**config.mk**
```make
export PLATFORM = sky130hd
export DESIGN_NAME = sweep_square_sound_generator_core
export DESIGN_NICKNAME = d
export VERILOG_FILES = /design/src/rtl/ssg_pkg.sv /design/src/rtl/ssg_engine.sv /design/src/rtl/sweep_square_sound_generator_core.sv
export SDC_FILE = /design/constraint.sdc
export NUM_CORES = 1
export LEC_CHECK = 0
export BUFFER_PORTS_ARGS = -buffer_cell sky130_fd_sc_hd__buf_4
export CAP_MARGIN = 15
export CORE_ASPECT_RATIO = 0.5
export CORE_MARGIN = 4
export CORE_UTILIZATION = 45
export CTS_BUF_LIST = sky130_fd_sc_hd__clkbuf_4
export CTS_CLUSTER_DIAMETER = 50
export DETAILED_ROUTE_END_ITERATION = 8
export PLACE_DENSITY = 0.66
export SLEW_MARGIN = 40
export SYNTH_ARGS = -nofsm -noshare
export SYNTH_HDL_FRONTEND = slang
export SYNTH_SLANG_ARGS = --single-unit
```
**constraint.sdc**
```tcl
create_clock -name clk -period 7.8 [get_ports clk]
set_input_delay 0.39 -clock clk [delete_from_list [all_inputs] [get_ports clk]]
set_output_delay 0.39 -clock clk [all_outputs]
set_load 0.01 [all_outputs]
```
**src/rtl/ssg_pkg.sv**
```systemverilog
`timescale 1ns / 1ps
// ----------------------------------------------------------------------------
// ssg_pkg
// Shared types and codes for the sweep square sound generator.
// ----------------------------------------------------------------------------
package ssg_pkg;

  // op codes
  localparam logic OP_TICK  = 1'b0;
  localparam logic OP_START = 1'b1;

  // wave modes
  localparam logic MODE_PHASE  = 1'b0;
  localparam logic MODE_PERIOD = 1'b1;

  typedef struct packed {
    logic              op;
    logic              wave_mode;
    logic        [7:0] base_frequency;
    logic signed [7:0] init_slide;
    logic signed [7:0] slide_accel;
    logic        [2:0] duty_select;
    logic        [7:0] pulse_frequency;
    logic       [10:0] duration;
  } ssg_in_t;

  typedef struct packed {
    logic speaker_level;
    logic sound_active;
  } ssg_out_t;

  // control from the pipeline to the engine
  typedef struct packed {
    logic step;
    logic enable;
  } ssg_ctrl_t;

endpackage

```
**src/rtl/ssg_engine.sv**
```systemverilog
`timescale 1ns / 1ps
// ----------------------------------------------------------------------------
// ssg_engine
// Oscillator state and the single-pass update for one start or tick word.
// ----------------------------------------------------------------------------
module ssg_engine (
  input  logic              clk,
  input  logic              rst,
  input  ssg_pkg::ssg_ctrl_t ctrl,
  input  ssg_pkg::ssg_in_t  item,
  output ssg_pkg::ssg_out_t result
);
  import ssg_pkg::*;

  logic [15:0] phase_a, phase_b, ticks_left, pitch_a, pitch_b;
  logic [15:0] slide_rate, slide_change;
  logic        active_mode, pin_level;

  logic [15:0] phase_a_next, phase_b_next, ticks_left_next, pitch_a_next, pitch_b_next;
  logic [15:0] slide_rate_next, slide_change_next;
  logic        active_mode_next, pin_level_next;

  // tick path
  logic [15:0] t_slide, t_pa, t_pb, t_sa, t_sb;
  logic        t_tog_a, t_tog_b;

  // start path
  logic [15:0] s_slide, s_accel, s_pa0, s_pitch_a, s_phase_b;
  logic [7:0]  s_hi;
  logic [10:0] s_prod;

  always_comb begin
    t_slide = (ticks_left[7:0] == 8'd0) ? slide_rate + slide_change : slide_rate;
    t_pa    = pitch_a + t_slide;
    t_pb    = pitch_b + t_slide;
    if (active_mode == MODE_PHASE) begin
      t_sa    = phase_a + t_pa;
      t_sb    = phase_b + t_pb;
      t_tog_a = t_sa[15];
      t_tog_b = t_sb[15];
      t_sa[15] = 1'b0;
      t_sb[15] = 1'b0;
    end else begin
      t_sa    = phase_a + 16'd1;
      t_sb    = phase_b + 16'd1;
      t_tog_a = t_sa > (t_pa >> 5);
      t_tog_b = t_sb > (t_pb >> 5);
      if (t_tog_a) t_sa = 16'd0;
      if (t_tog_b) t_sb = 16'd0;
    end
  end

  always_comb begin
    s_slide = {{8{item.init_slide[7]}}, item.init_slide};
    s_accel = {{8{item.slide_accel[7]}}, item.slide_accel};
    s_hi    = 8'h80 + {1'b0, ({1'b0, item.duty_select} + 4'd1), 3'b000};
    s_pa0   = 16'd32 - {8'd0, item.base_frequency};
    s_prod  = 11'(3'd7 - item.duty_select) * {3'd0, item.base_frequency};
    if (item.wave_mode == MODE_PHASE) begin
      s_pitch_a = {2'b00, item.base_frequency, 6'd0};
      s_phase_b = {s_hi, 8'd0};
    end else begin
      s_pitch_a = {s_pa0[9:0], 6'd0};
      s_phase_b = s_pa0 + {8'd0, s_prod[10:3]};
      s_slide   = 16'd0 - s_slide;
      s_accel   = 16'd0 - s_accel;
    end
  end

  always_comb begin
    phase_a_next      = phase_a;
    phase_b_next      = phase_b;
    ticks_left_next   = ticks_left;
    pitch_a_next      = pitch_a;
    pitch_b_next      = pitch_b;
    slide_rate_next   = slide_rate;
    slide_change_next = slide_change;
    active_mode_next  = active_mode;
    pin_level_next    = pin_level;
    if (item.op == OP_START) begin
      if (ctrl.enable) begin
        phase_a_next      = 16'd0;
        phase_b_next      = s_phase_b;
        pitch_a_next      = s_pitch_a;
        pitch_b_next      = s_pitch_a + {6'd0, item.pulse_frequency, 2'b00};
        slide_rate_next   = s_slide;
        slide_change_next = s_accel;
        ticks_left_next   = {item.duration, 5'd0};
        active_mode_next  = item.wave_mode;
      end
    end else if (ticks_left == 16'd0) begin
      pin_level_next = 1'b0;
    end else begin
      slide_rate_next = t_slide;
      pitch_a_next    = t_pa;
      pitch_b_next    = t_pb;
      phase_a_next    = t_sa;
      phase_b_next    = t_sb;
      pin_level_next  = pin_level ^ t_tog_a ^ t_tog_b;
      ticks_left_next = ticks_left - 16'd1;
    end
  end

  always_ff @(posedge clk) begin
    if (rst) begin
      phase_a      <= '0;
      phase_b      <= '0;
      ticks_left   <= '0;
      pitch_a      <= '0;
      pitch_b      <= '0;
      slide_rate   <= '0;
      slide_change <= '0;
      active_mode  <= 1'b0;
      pin_level    <= 1'b0;
    end else if (ctrl.step) begin
      phase_a      <= phase_a_next;
      phase_b      <= phase_b_next;
      ticks_left   <= ticks_left_next;
      pitch_a      <= pitch_a_next;
      pitch_b      <= pitch_b_next;
      slide_rate   <= slide_rate_next;
      slide_change <= slide_change_next;
      active_mode  <= active_mode_next;
      pin_level    <= pin_level_next;
    end
  end

  assign result.speaker_level = pin_level_next;
  assign result.sound_active  = (ticks_left_next != 16'd0);

`ifndef NO_ASSERTIONS
  a_silent_low: assert property (@(posedge clk) disable iff (rst)
    (ctrl.step && item.op == OP_TICK && ticks_left == 16'd0) |=> !pin_level)
    else $error("speaker not low after tick with no sound");

  a_tick_count: assert property (@(posedge clk) disable iff (rst)
    (ctrl.step && item.op == OP_TICK && ticks_left != 16'd0)
      |=> ticks_left == 16'($past(ticks_left) - 16'd1))
    else $error("tick count did not decrement");

  a_disabled_start: assert property (@(posedge clk) disable iff (rst)
    (ctrl.step && item.op == OP_START && !ctrl.enable)
      |=> $stable(ticks_left) && $stable(pitch_a) && $stable(pin_level))
    else $error("start taken while disabled");

  a_hold: assert property (@(posedge clk) disable iff (rst)
    !ctrl.step |=> $stable(ticks_left) && $stable(phase_a) && $stable(pin_level))
    else $error("state moved without a word");
`endif

endmodule

```
**src/rtl/sweep_square_sound_generator_core.sv**
```systemverilog
`timescale 1ns / 1ps
// A result word is written to the result register after its command word passes the input register.
// Throughput: one command word per cycle unless rsp_stall holds it; the state update
// is one pass of 16-bit adds and compares between the input and result registers.
// Reset (synchronous, active high) clears all oscillator state, the enable register
// and both valid flags.
// ----------------------------------------------------------------------------
// sweep_square_sound_generator_core
// Input register, engine update and result register with valid/stall handshake.
// ----------------------------------------------------------------------------
module sweep_square_sound_generator_core (
  input  logic              clk,
  input  logic              rst,
  input  logic              cmd_valid,
  output logic              cmd_stall,
  input  ssg_pkg::ssg_in_t  cmd,
  output logic              rsp_valid,
  input  logic              rsp_stall,
  output ssg_pkg::ssg_out_t rsp,
  input  logic              cfg_valid,
  output logic              cfg_ready,
  input  logic              cfg_data
);
  import ssg_pkg::*;

  logic      hold_valid;
  ssg_in_t   hold;
  logic      sound_enable;
  logic      advance;
  ssg_ctrl_t ctrl;
  ssg_out_t  result;

  assign advance   = !rsp_valid || !rsp_stall;
  assign cmd_stall = hold_valid && !advance;
  assign cfg_ready = 1'b1;

  assign ctrl.step   = hold_valid && advance;
  assign ctrl.enable = sound_enable;

  always_ff @(posedge clk) begin
    if (rst) begin
      sound_enable <= 1'b0;
    end else if (cfg_valid && cfg_ready) begin
      sound_enable <= cfg_data;
    end
  end

  always_ff @(posedge clk) begin
    if (rst) begin
      hold_valid <= 1'b0;
    end else if (!cmd_stall) begin
      hold_valid <= cmd_valid;
    end
  end

  always_ff @(posedge clk) begin
    if (!cmd_stall && cmd_valid) begin
      hold <= cmd;
    end
  end

  ssg_engine u_engine (
    .clk    (clk),
    .rst    (rst),
    .ctrl   (ctrl),
    .item   (hold),
    .result (result)
  );

  always_ff @(posedge clk) begin
    if (rst) begin
      rsp_valid <= 1'b0;
    end else if (advance) begin
      rsp_valid <= hold_valid;
    end
  end

  always_ff @(posedge clk) begin
    if (ctrl.step) begin
      rsp <= result;
    end
  end

endmodule

```
## Word level (Yosys, flattened, before mapping)

Cells that the tools add are included.

| storage, ports and cells | value |
|---|---|
| bits in registers | 167 |
| output and inout port bits | 5 |
| logic and storage cells | 89 |

| operators by class | value |
|---|---|
| $add $sub $neg | 16 |
| multiply operators | 1 |
| order comparisons | 2 |
| equality and inequality tests | 2 |
| mux-type cells | 31 |
| bitwise gates (word level) | 2 |
| reduce and logical (&&, ||, !) cells | 13 |

Operators by type and width:

| kind | count |
|---|---|
| 16-bit two-way mux | 27 |
| 16-bit adder | 5 |
| 16-bit by 1-bit adder with 16-bit output (second input constant) | 2 |
| 16-bit by 11-bit > comparator with 1-bit output | 2 |
| 1-bit by 8-bit subtractor with 9-bit output (first input constant) | 2 |
| 16-bit by 10-bit adder with 16-bit output | 1 |
| 16-bit by 8-bit adder with 16-bit output | 1 |
| 16-bit zero test | 1 |
| 16-bit nonzero test | 1 |
| 16-bit by 1-bit subtractor with 16-bit output (second input constant) | 1 |
| 11-bit by 8-bit multiplier with 11-bit output | 1 |
| 6-bit by 8-bit subtractor with 9-bit output (first input constant) | 1 |
| 8-bit by 7-bit adder with 8-bit output (first input constant) | 1 |
| 8-bit zero test | 1 |
| 3-bit AND reduction | 2 |
| 3-bit by 1-bit adder with 4-bit output (second input constant) | 1 |
| 1-bit zero test | 4 |
| 1-bit two-way mux | 4 |
| 3-bit by 3-bit subtractor with 4-bit output (first input constant) | 1 |
| 1-bit logical AND | 3 |
| 2-bit by 1-bit inequality test with 1-bit output (second input constant) | 1 |
| 2-bit inequality test (second input constant) | 1 |
| 1-bit XOR | 2 |
| 1-bit logical OR | 1 |

## Depth between registers and ports, before layout

Gate-level depths: netlist (run 1).

| logic depth | value |
|---|---|
| depth in word-level cells | 9 |
| depth in mapped cells | 32 |

## Modules after synthesis

Synthesis (run 1) repeated with hierarchy kept, for this count alone.

| unflattened totals | value |
|---|---|
| cells, all modules | 1,582 |
| area, all modules | 12,911.1 µm² |

Modules (own cells, without submodules):

| module | times used | cells each | area each (µm²) |
|---|---|---|---|
| ssg_engine | 1 | 1,517 | 11,278.3 |
| sweep_square_sound_generator_core | 1 | 65 | 1,632.8 |

## Worst setup path before layout (run 1)

No wires, ideal clock.

| timing | value |
|---|---|
| path type | register to register |
| start | reg u_engine.ticks_left[0] |
| end | reg rsp[1] (netlist name) (data pin) |
| setup time | 260 ps |
| arrival time | 5,618 ps |
| slack | 1,921 ps |
| cell stages (with the launch flop) | 32 |
| buffers on the path | 2 |
| cell sequence | dfxtp_1 inv_1 ha_1 or4b_4 or2_1 clkbuf_1 clkbuf_1 nand2_1 nand2_1 ha_1 inv_1 fa_1 nor2b_1 o21ai_1 a21boi_0 o21ai_0 nand2b_1 a21o_1 a21o_1 a221o_1 and4_1 or3_1 ha_1 nand2b_1 mux2i_1 nor3_1 o311a_1 a21oi_1 o31ai_4 xor2_2 xnor2_1 o21ai_1 |

RTL lines:

| item | line | text |
|---|---|---|
| start, declared | ssg_engine.sv:15 | `logic [15:0] phase_a, phase_b, ticks_left, pitch_a, pitch_b;` |
| start signal, assigned | ssg_engine.sv:118 | `ticks_left <= ticks_left_next;` |
| end signal, assigned | sweep_square_sound_generator_core.sv:80 | `rsp <= result;` |
| end, declared | sweep_square_sound_generator_core.sv:19 | `output ssg_pkg::ssg_out_t rsp,` |

==> results.tsv, run 1 <==
metric	value	unit
outcome	finished, final reports clean	
Async SR Flop Fraction	0	%
met2 Use GR	38.7	%
Final ANT Viol Nets	0	
Ports	59	
fin nets	1859	
top cell type's share of synthesized area	17.2	%
clock slew at reported path FFs	0.17	ns
largest net degree at the start of global routing	84	
Setup violations, final	0	
Syn Inst Count	1564	
Placed Cells incl. Taps	1958	
clk buf depth	2	
most frequent cell after synthesis	nor2_1	
gr ovfl total	0	
Iter 0 DRT Violations	951	
setup_tns	0	ns
Yosys reg bits	160	
Max rail drop VDD	98.2	µV
Setup CP Type	flop to flop	
Syn Nets	1776	
final hold vios	0	
Critical Path RT	8.20	ns
Die ar.	31500	µm²
Leak Pwr	6.05	nW
CP endpoint kind	flop	
max_slew headroom	43.6	%
compound-cell area share of the yosys netlist	21.8	%
post-layout minimum cycle time	7.11	ns
Die X	247	µm
average wire per cell in the routed design	18.3	µm
flop-to-flop setup slack	0.69	ns
met3 Use GR	5.64	%
Initial DRT Pass Iterations	6	
CTS buffer count	17	
CTS tree	built	
largest family of logic cells by synthesized area	compound AO/OA/AOI/OAI gates	
final period utilization	91.2	%
vias	12000	
MaxCap Viol Count	0	
ys flop type	dfxtp_1	
P&R area growth vs syn	12.6	%
RSZ-0062 raised after global routing	no	
Root Driver	clkbuf_4	
row cnt	43	
EDFF count, synth	50	
top cells by area, synth	dfxtp_1 (17%), ha_1 (14%), edfxtp_1 (12%)	
crit-path max FO	30	
clk_lat worst skew	0.66	ns
HPWL after DPL	27.3	mm
H-tree levels	4	
mux cell area share after synthesis	0.809	%
fin. max-slew vios	0	
Post CTS Setup Buffer Count	0	
global-route wire length before repair	60.1	mm
count of different cell masters after synthesis	78	
share of layout cells above drive strength 1	7.53	%
Die Ht	127	µm
Initial Util	46.1	%
Global Route Usage Sum	24.0	%
Finished Layout Cells	2044	
CTS Sinks	160	
clk_skew	0.0423	ns
adder-cell share of the synthesized area	16.2	%
antenna violations before repair	1	
Slew @ Worst Pin	0.839	ns
Max Freq	141	MHz
IO buf count	57	
Syn Area/Cell	8.21	µm²
Hold Path Class	input port to flop	
largest area contributor in the netlist	dfxtp_1	
r2r worst-path depth	25	
Yosys Warn Count	0	
Post-Syn Area	12800	µm²
Post-Synth Simple-Gate Area	19.6	%
Startpoint Class	flop	
synth cell count leaders	nor2_1 (164), nand2_1 (150), ha_1 (145)	
Post-Route WL	37.5	mm
post-synthesis sequential area ratio	28.9	%
total core area	27900	µm²
fill cell count	2669	
XOR/XNOR Fraction of Synth Area	8.56	%
Cell Pwr Density	153	nW/µm²
GP Congestion	0.960	
crit path DAT	7.51	ns
vias per cell	5.88	
vias in the first global route	11700	
residual DRC count	0	
GRT busiest layer	met2	
grt met1 use	32.5	%
hold path depth	2	
sequential cells by signal (all words and copies together), names as in the netlist:
signal,cells
u_engine.pitch_a,16
u_engine.pitch_b,16
sound_enable,1
u_engine.phase_a,16
u_engine.slide_change,9
rsp_valid,1
u_engine.ticks_left,16
u_engine.active_mode,1
u_engine.phase_b,16
hold_valid,1
hold,48
u_engine.slide_rate,16
u_engine.pin_level,1
rsp,2
cells by family (layout without fill, tap and decap cells):
group | after synthesis | after routing
xor+xnor | 123 | 123
mux | 10 | 10
flops | 160 | 160
buf+inv | 138 | 234
fa+ha+maj | 158 | 158
compound gates | 438 | 438
other cells | 1 | 3
simple gates | 536 | 536
cells in the final DEF, fill, tap and decap left out, types with 6 or more instances in the layout:
master / synthesis / layout
inv_1: 79 / 79
nor3_1: 41 / 41
buf_4: 1 / 69
dfxtp_1: 110 / 110
a211oi_1: 22 / 22
a21boi_0: 6 / 6
nor2_1: 164 / 159
fa_1: 13 / 13
and2_1: 11 / 11
a21o_1: 25 / 25
o211ai_1: 12 / 12
o21ai_0: 79 / 76
nand2_1: 150 / 149
a31oi_1: 17 / 17
o21ai_1: 5 / 8
or3_1: 15 / 15
nor2b_1: 33 / 32
edfxtp_1: 50 / 50
o21bai_1: 15 / 15
o31ai_1: 10 / 10
xnor2_1: 77 / 76
dlygate4sd3_1: 0 / 52
nand2b_1: 27 / 27
a221oi_1: 10 / 10
and3_1: 13 / 13
mux2i_1: 7 / 7
xor2_1: 44 / 44
nor3b_1: 6 / 6
nand4_1: 13 / 13
nand3_1: 43 / 43
clkbuf_4: 0 / 18
a22oi_1: 32 / 32
ha_1: 145 / 145
a21oi_1: 143 / 143
a311oi_1: 6 / 6
o21a_1: 12 / 12
path summary, 6_finish.rpt:
kind                                                from                  endpoint
worst max-delay path              u_engine.ticks_left[0]                    rsp[1]
worst min-delay path                                 rst       u_engine.phase_b[1]
worst max register to register    u_engine.ticks_left[0]                    rsp[1]
worst min register to register  u_engine.slide_change[5]  u_engine.slide_change[5]
report_power, final:
group          internal [mW]  switching, mW
combinational          0.299          0.444
clock                  0.192          0.343
sequential             0.898         0.0400
metal layers:
metal | up-vias | wire length, µm
met2 | 387 | 16700
met1 | 5743 | 17300
met5 | - | 0
met3 | 54 | 2740
li1 | 5825 | -
met4 | 0 | 722
worst max-delay path, stage by stage, from the launching register on:
cell      delay [ns]
dfxtp_1         0.37
inv_1           0.10
ha_1            0.22
or4b_4          0.52
or2_2           0.52
o21ai_0         0.64
ha_1            0.41
nor2b_1         0.15
o21ai_0         0.19
a21boi_0        0.24
o21ai_0         0.21
nand2b_1        0.08
xnor2_1         0.28
inv_1           0.09
ha_1            0.23
nor4_1          0.30
o211ai_1        0.18
a311oi_1        0.41
o21ai_0         0.20
a31oi_1         0.31
o21ai_0         0.18
xnor2_1         0.16
xnor2_1         0.14
o21ai_1         0.49
xnor2_1         0.18
o21ai_1         0.07
cell type report:
cell class | instances | area [µm²] | area share (%)
Clock buffer | 18 | 135 | 0.935
Timing Repair Buffer | 122 | 1050 | 7.26
Inverter | 80 | 300 | 2.08
Tap cell | 382 | 478 | 3.31
Antenna cell | 2 | 5.00 | 0.0346
Clock inverter | 14 | 139 | 0.961
Sequential cell | 160 | 3700 | 25.6
Multi-Input combinational cell | 1266 | 8640 | 59.8
timing repair:
action	CTS	global route
hold buffers	52	0
resized for setup	0	0
endpoints found under the hold margin	51	0
stage by stage:
stage	hold WS, ns	worst slack (ns)	utilization, %	cell area, µm²	power (mW)
after floorplan	0.436	1.92	-	12800	1.47
after detailed placement	0.459	0.668	48.9	13600	1.66
after global routing	0.0346	0.148	51.9	14500	2.35
after global placement	0.452	0.802	48.9	13600	1.64
final	0.0672	0.690	51.9	14500	2.22
after CTS	0.0213	0.638	51.8	14400	2.22
No activity file was read; power rests on OpenSTA's default activity.
==> inputs of run 2 (changes only) <==
Settings changed: REMOVE_ABC_BUFFERS set to 1.
==> run 2 against run 1 <==
Clock-buffer cell count is the same. Worst setup slack better by 0.19 ns. Via count is 0.43% higher. Final cell count rose by 0.20%. Sequential power about the same. Clock power grew 8.8%. First-iteration DRC count grew 25%. Core utilization rose by 0.20 points. Critical path depth stayed put. Routed wire length increased by 2.8%. Combinational power rose by 3%. Global-route usage increased by 0.75 points. Largest cell class unchanged.
==> results.tsv, run 2 (same netlist as run 1, synthesis figures left out) <==
metric	value	unit	change
clk_lat worst skew	0.67	ns	about the same
Switching Fraction	37.4	%	+0.083 points
Die ar.	31500	µm²	unchanged
design area	14500	µm²	+0.38%
clock slew at reported path FFs	0.16	ns	about the same
Initial Util	46.1	%	unchanged
total core area	27900	µm²	unchanged
final hold slack	0.217	ns	+0.150 ns
Final ANT Viol Nets	0		unchanged
vias	12100		+0.43%
IO buf count	57		unchanged
Hold Path Class	input port to flop		
crit-path max FO	30		unchanged
most common cell after layout, fill and taps aside	nor2_1		
combinational share of power	33.3	%	-0.2 points
CTS buffer count	17		unchanged
Cell Pwr Density	157	nW/µm²	+2.7%
final hold vios	0		unchanged
Max rail drop VDD	120	µV	+22%
largest net degree at the start of global routing	57		-32%
Post-DP Area	13700	µm²	+0.19%
row cnt	43		unchanged
# resized after CTS	0		unchanged
residual DRC count	0		unchanged
Ports	59		unchanged
total chip power	2.28	mW	+3.1%
net switching power	0.854	mW	+3.3%
Die Ht	127	µm	unchanged
Crit path max-delay family	compound AO/OA/AOI/OAI gates		
GP Congestion	0.985		+2.6%
Die X	247	µm	unchanged
Placed Cells incl. Taps	1962		+0.20%
H-tree levels	4		unchanged
Post-Route WL	38.6	mm	+2.8%
MaxCap Viol Count	0		unchanged
Largest register FFs	48		unchanged
HPWL after DPL	28.5	mm	+4.4%
Leak Pwr	6.08	nW	+0.53%
Finished Layout Cells	2048		+0.20%
Initial DRT Pass Iterations	6		unchanged
crit path DAT	7.34	ns	-0.17 ns
antenna violations before repair	1		unchanged
largest reg by FF count	hold		
Root Driver	clkbuf_4		
Setup WS pre-CTS	1.10	ns	+0.435 ns
fin nets	1863		+0.22%
Int Pwr	1.43	mW	+2.9%
vias in the first global route	11500		-1.4%
clk_skew	0.0333	ns	-0.00902 ns
CTS Sinks	160		unchanged
Reg power frac	41.2	%	-1.1 points
outcome	finished, final reports clean		
clk buf depth	2		unchanged
RSZ-0062 raised after global routing	no		
Max Freq	144	MHz	+2.7%
Startpoint Class	flop		
Clock power frac	25.5	%	+1.3 points
gr ovfl total	0		unchanged
average wire per cell in the routed design	18.8	µm	+2.6%
CP max stage cell	o21ai_1		
Iter 0 DRT Violations	1191		+25%
post-layout minimum cycle time	6.92	ns	-0.188 ns
max_slew headroom	47.8	%	+4.2 points
most frequent cells in the layout	nor2_1 (159), nand2_1 (149), ha_1 (145)		
Global Route Usage Sum	24.8	%	+0.75 points
setup_tns	0	ns	unchanged
Critical Path RT	8.22	ns	+0.02 ns
Setup violations, final	0		unchanged
CTS tree	built		
P&R area growth vs syn	13.0	%	
global-route wire length before repair	61.7	mm	+2.7%
vias per cell	5.89		+0.24%
worst setup margin	0.878	ns	+0.188 ns
CP Buf/Inv Count	2		unchanged
Final Core Density	52.1	%	+0.20 points
CP endpoint kind	flop		
Setup CP Type	flop to flop		
most used cell, CP	o21ai_0		
Slew @ Worst Pin	0.777	ns	-0.0618 ns
final period utilization	88.7	%	-2.4 points
fin. max-slew vios	0		unchanged
worst stage delay on the critical path	0.54	ns	-0.10 ns
share of layout cells above drive strength 1	7.81	%	+0.28 points
run 2: per-layer routing:
layer / GRT usage, % / up-vias / part of all wire, %
li1: - / 5811 / -
met1: 35.7 / 5763 / 47
met2: 38.3 / 420 / 43
met3: 3.98 / 67 / 7.3
met4: 7.46 / 0 / 2.2
met5: 0 / - / 0
run 2: final timing paths:
check                                             from             endpoint  slack, ns  depth (start not counted)
worst max register to register  u_engine.ticks_left[0]               rsp[1]       0.88                         25
worst min register to register     u_engine.pitch_b[0]  u_engine.pitch_b[0]       0.48                          2
worst min-delay path                               rst  u_engine.phase_b[4]       0.22                          2
worst max-delay path            u_engine.ticks_left[0]               rsp[1]       0.88                         25
run 2: repair_timing:
action,4_1_cts,5_1_grt
hold buffers,52,0
setup buffers,0,0
hold endpoints to repair,51,0
run 2: layout make-up:
class,instances,area [µm²]
diodes,2,5.00
clock buffers,18,135
clock inverters,14,175
fillers,2654,13400
inverters,80,300
multi-input cells,1266,8640
flip-flops and latches,160,3700
well taps,382,478
repair buffers,126,1080
run 2: power by group through the flow:
| stage | Combinational, mW | Sequential (mW) | Clock, mW |
|---|---|---|---|
| finish | 0.761 | 0.941 | 0.583 |
| global route | 0.846 | 0.946 | 0.622 |
| CTS | 0.749 | 0.940 | 0.598 |
| detailed placement | 0.723 | 0.958 | 0 |
| global placement | 0.704 | 0.957 | 0 |
| floorplan | 0.502 | 0.947 | 0 |
